[src/rtl/core/hpsc_pkg.sv]
package hpsc_pkg;

	localparam int unsigned DIV_STEPS = 32;
	localparam int unsigned FRONT_STAGES = 10;
	localparam int unsigned BACK_STAGES = 3;
	localparam int unsigned LATENCY = FRONT_STAGES + DIV_STEPS + BACK_STAGES;

	localparam logic [31:0] HUM_MAX = 32'd419430400;
	localparam logic [19:0] PRES_MAX = 20'hFFFFF;

	typedef enum logic [2:0] {
		REG_CAL_T   = 3'd0,
		REG_CAL_PL  = 3'd1,
		REG_CAL_PH  = 3'd2,
		REG_CAL_MIX = 3'd3,
		REG_CAL_HUM = 3'd4
	} reg_idx_t;

	typedef struct packed {
		logic [19:0] raw_pressure;
		logic [19:0] raw_temperature;
		logic [15:0] raw_humidity;
	} sample_t;

	typedef struct packed {
		logic signed [14:0] temperature_centi;
		logic [19:0]        pressure_pa;
		logic               pressure_valid;
		logic [16:0]        humidity_q10;
	} result_t;

	typedef struct packed {
		logic [31:0] hum;
		logic [47:0] mix;
		logic [63:0] pres_hi;
		logic [63:0] pres_lo;
		logic [47:0] temp;
	} cal_t;

	// results that ride alongside the divider
	typedef struct packed {
		logic [14:0] temperature_centi;
		logic [16:0] humidity_q10;
		logic        div_zero;
	} side_t;

	function automatic logic [31:0] sra(input logic [31:0] x, input int unsigned n);
		sra = 32'($signed(x) >>> n);
	endfunction

	function automatic logic [31:0] sx16(input logic [15:0] v);
		sx16 = {{16{v[15]}}, v};
	endfunction

	function automatic logic [31:0] sx12(input logic [11:0] v);
		sx12 = {{20{v[11]}}, v};
	endfunction

	function automatic logic [31:0] sx8(input logic [7:0] v);
		sx8 = {{24{v[7]}}, v};
	endfunction

endpackage

[src/rtl/core/hpsc_back.sv]
module hpsc_back import hpsc_pkg::*; (
	input  logic        clk,
	input  logic        arst_n,
	input  logic        in_valid,
	input  logic [31:0] quotient,
	input  logic        in_dbl,
	input  side_t       in_side,
	input  cal_t        cal,
	output logic        out_valid,
	output result_t     result
);

	logic [31:0] p7, p8, p9;
	assign p7 = sx16(cal.pres_hi[47:32]);
	assign p8 = sx16(cal.pres_hi[63:48]);
	assign p9 = sx16(cal.mix[15:0]);

	logic vld_s1, vld_s2, vld_s3;

	always_ff @(posedge clk or negedge arst_n) begin
		if (!arst_n) begin
			vld_s1 <= 1'b0;
			vld_s2 <= 1'b0;
			vld_s3 <= 1'b0;
		end else begin
			vld_s1 <= in_valid;
			vld_s2 <= vld_s1;
			vld_s3 <= vld_s2;
		end
	end

	logic [31:0] p;
	assign p = in_dbl ? {quotient[30:0], 1'b0} : quotient;

	logic [31:0] p_s1, sq_s1, m8_s1, p_s2, m9_s2, c2_s2;
	side_t       side_s1, side_s2;
	result_t     res_s3;

	logic [31:0] corr;
	logic [33:0] pres;
	logic [19:0] pa;

	assign corr = sra(sra(m9_s2, 12) + c2_s2 + p7, 4);
	assign pres = 34'($signed({2'b00, p_s2}) + $signed({{2{corr[31]}}, corr}));

	always_comb begin
		if (pres[33])
			pa = '0;
		else if (pres > {14'd0, PRES_MAX})
			pa = PRES_MAX;
		else
			pa = pres[19:0];
	end

	always_ff @(posedge clk) begin
		p_s1 <= p;
		sq_s1 <= (p >> 3) * (p >> 3);
		m8_s1 <= (p >> 2) * p8;
		side_s1 <= in_side;

		p_s2 <= p_s1;
		m9_s2 <= p9 * (sq_s1 >> 13);
		c2_s2 <= sra(m8_s1, 13);
		side_s2 <= side_s1;

		res_s3.temperature_centi <= $signed(side_s2.temperature_centi);
		res_s3.humidity_q10 <= side_s2.humidity_q10;
		res_s3.pressure_valid <= !side_s2.div_zero;
		res_s3.pressure_pa <= side_s2.div_zero ? '0 : pa;
	end

	assign out_valid = vld_s3;
	assign result = res_s3;

endmodule

[config.mk]
export PLATFORM = sky130hd
export DESIGN_NAME = hpsc_back
export DESIGN_NICKNAME = d
export VERILOG_FILES = /design/src/rtl/core/hpsc_pkg.sv /design/src/rtl/core/hpsc_back.sv
export SDC_FILE = /design/constraint.sdc
export NUM_CORES = 2
export LEC_CHECK = 0
export BUFFER_PORTS_ARGS = -buffer_cell sky130_fd_sc_hd__buf_2
export CELL_PAD_IN_SITES_DETAIL_PLACEMENT = 2
export CELL_PAD_IN_SITES_GLOBAL_PLACEMENT = 2
export CORE_MARGIN = 2
export CORE_UTILIZATION = 40
export DETAILED_ROUTE_END_ITERATION = 16
export GPL_TIMING_DRIVEN = 1
export HOLD_SLACK_MARGIN = 0.02
export PLACE_DENSITY = 0.93
export SLEW_MARGIN = 25
export SYNTH_ARGS = -nofsm -noshare
export SYNTH_HDL_FRONTEND = slang
export SYNTH_SLANG_ARGS = --single-unit
[constraint.sdc]
create_clock -name clk -period 7.5 [get_ports clk]
set_input_delay 0.375 -clock clk [delete_from_list [all_inputs] [get_ports clk]]
set_output_delay 0.375 -clock clk [all_outputs]
set_load 0.02 [all_outputs]
==> results.sh <==
export IMPL_placed_area_sq_um=46000
export IMPL_synth_seq_area_share=0.127
export IMPL_cts_tree="done"
export IMPL_cts_clk_slew_worst_paths_ps=90
export IMPL_core_area_sq_um=103000
export IMPL_setup_viol=27
export IMPL_yosys_top_cells_area="fa_1 (44%), dfxtp_1 (12%), ha_1 (11%)"
export IMPL_maxCapViolCount=0
export IMPL_cts_sinks=263
export IMPL_fin_crit_sh=1.25
export IMPL_numCtsBuffers=26
export IMPL_drtIter0Drc=4950
export IMPL_cp_common_cell="fa_1"
export IMPL_clock_skew_ps=41.6
export IMPL_cts_path_max_buffers=3
export IMPL_area_delta_synth_final_pct=15.6
export IMPL_min_period_ps=9340
export IMPL_maxSlewViolCount=0
export IMPL_grt_ovfl_total=0
export IMPL_place_detailed_hpwl_microns=162000
export IMPL_drt_first_pass_iters=8
export IMPL_num_rows=118
export IMPL_pin_count=379
export IMPL_grt_busiest_layer="met2"
export IMPL_grtUsageMet1=0.436
export IMPL_crit_path_end_kind="flip-flop"
export IMPL_final_net_count=6401
export IMPL_tightest_slew_ps=964
export IMPL_grt_pass1_vias=46100
export IMPL_cts_root_buf="clkbuf_16"
export IMPL_dr_total_vias=40300
export IMPL_synthCells=4435
export IMPL_worstPathMaxFanout=7
export IMPL_grt_usage=0.462
export IMPL_drive_gt1_frac=0.141
export IMPL_synthFlopType="dfxtp_1"
export IMPL_crit_required_ps=7980
export IMPL_final_util=0.466
export IMPL_clock_latency_ps=620
export IMPL_synth_avg_cell_area_sq_um=9.41
export IMPL_synth_edf_count=0
export IMPL_totalWireLength_microns=274000
export IMPL_met3_usage=0.209
export IMPL_use_met2=0.725
export IMPL_netlist_area_leader_share=0.443
export IMPL_die_area_sq_um=107000
export IMPL_fin_ws_ps=-1840
export IMPL_rsz0062_at_grt="yes"
export IMPL_hold_viol_final=0
export IMPL_status="complete, but fails checks"
export IMPL_syn_cell_area_sq_um=41700
export IMPL_die_h_microns=327
export IMPL_cpMaxStageDelayCell="fa_2"
export IMPL_grt_antenna_before_repair=53
export IMPL_wl_per_cell_microns=44.0
export IMPL_multi_input_area_sq_um=32300
export IMPL_die_w_microns=327
export IMPL_yosys_warnings=0
export IMPL_drc=0
export IMPL_critical_path_class="in -> reg"
export IMPL_regArea_sq_um=5290
export IMPL_hp_class="in -> reg"
export IMPL_ys_ff_latch=263
export IMPL_place_congestion=0.919
export IMPL_max_freq_mhz=107
export IMPL_crit_arrival_ps=9820
export IMPL_async_reset_ff_frac=0.0114
export IMPL_syn_nets=6041
export IMPL_viasPerCell=6.47
export IMPL_fin_area_sq_um=48300
export IMPL_cts_max_level=1
export IMPL_grt_max_degree=30
export IMPL_port_buffers=170
export IMPL_crit_path_start_kind="input pin"
export IMPL_failed_checks="setup timing"
export IMPL_grt_pass1_wl_microns=345000
export IMPL_dp_slack_ps=-1070
export IMPL_cpPeakStageDelay_ps=640
export IMPL_maxSlewHeadroom=0.353
export IMPL_antenna_left=0
export IMPL_synth_area_leader_cell="fa_1"
export IMPL_fill_cells=11000
export IMPL_initial_utilization=0.403
export IMPL_ys_types=63
-- per-stage QoR --
stage	hold slack [ps]	setup TNS [ps]	std cells
floorplan	79.4	-355	4435
global placement	168	-1080	6086
detailed placement	178	-14500	6086
CTS	79.6	-396	6184
global route	92.2	-27020	6202
finish	83.6	-23690	6223
-- cell usage in the layout, fill, tap and decap left out, drive strengths merged, types with 28 or more instances in the layout --
cell type    instances
nand2              552
mux2i               30
o21ai               40
a21o                41
buf                458
dfxtp              260
xnor2               96
fa                 923
dlygate4sd3         35
a21oi               90
nor2               184
diode               28
and2               272
nor3                33
xor2                40
ha                 358
clkbuf              37
inv               1146
-- flip-flops by register name (all words and copies together) (netlist names) --
register / flops
c2_s2: 19
m8_s1: 19
m9_s2: 20
out_valid: 1
p_s1: 31
p_s2: 32
result: 53
side_s1: 33
side_s2: 33
sq_s1: 20
vld_s1: 1
vld_s2: 1
-- cell type report --
type	count	area share
inverters	1155	0.0908
clock buffers	37	0.0148
repair buffers	493	0.0756
flip-flops and latches	263	0.110
multi-input cells	2856	0.669
well taps	1380	0.0358
clock inverters	11	0.00321
diodes	28	0.00145
-- Yosys cell counts (all sizes together), types with 5 or more instances --
| master | number |
|---|---|
| a211oi | 8 |
| a21o | 41 |
| a21oi | 90 |
| a221oi | 7 |
| a31oi | 6 |
| and2 | 272 |
| and3 | 8 |
| buf | 16 |
| clkbuf | 145 |
| clkinv | 7 |
| dfxtp | 260 |
| fa | 923 |
| ha | 358 |
| inv | 1148 |
| mux2i | 30 |
| nand2 | 552 |
| nand2b | 24 |
| nand3 | 15 |
| nand4 | 14 |
| nor2 | 184 |
| nor2b | 25 |
| nor3 | 33 |
| nor4 | 5 |
| o211ai | 9 |
| o21a | 19 |
| o21ai | 40 |
| o21bai | 5 |
| or3 | 6 |
| xnor2 | 96 |
| xor2 | 40 |
-- worst max-delay path, delay by kind of cell --
family,cells,cell delay [ps]
simple gates,2,220
buf+inv,12,2470
mux,2,410
fa+ha+maj,9,4760
compound gates,6,1540
-- cell families after synthesis --
group / after synthesis / share of synthesized area
AO/OA/AOI/OAI: 264 / 0.0417
buffers and inverters: 1316 / 0.119
flip-flops: 263 / 0.127
multiplexers: 32 / 0.00783
adder cells (fa/ha/maj): 1281 / 0.550
XOR/XNOR: 136 / 0.0285
AND/OR/NAND/NOR: 1143 / 0.126
-- worst paths after layout --
kind	slack [ps]	from	cells after the start	end
max	-1840	in_dbl	31	sq_s1[30]
min	80	quotient[0]	2	p_s1[1]
max reg2reg	-450	sq_s1[19]	23	m9_s2[30]
min reg2reg	320	side_s1[3]	0	side_s2[3]
max in group asynchronous	7270	arst_n	2	vld_s2
min in group asynchronous	120	arst_n	2	out_valid
-- metal layers --
layer / share of wire / vias to the layer above
li1: - / 13700
met3: 0.15 / 2557
met4: 0.14 / 72
met5: 0.0046 / -
met2: 0.42 / 4252
met1: 0.28 / 19700
-- timing repair --
action | CTS | global route
cloned | 1 | 0
resized for setup | 59 | 134
setup endpoints to repair | 24 | 49
hold buffers | 35 | 0
buffers inserted | 16 | 13
endpoints found under the hold margin | 37 | 0
pin swaps | 22 | 39
Power is left out: the tool's default activity adds up to more than one toggle a clock period on the data nets, which glitch-free logic cannot reach.
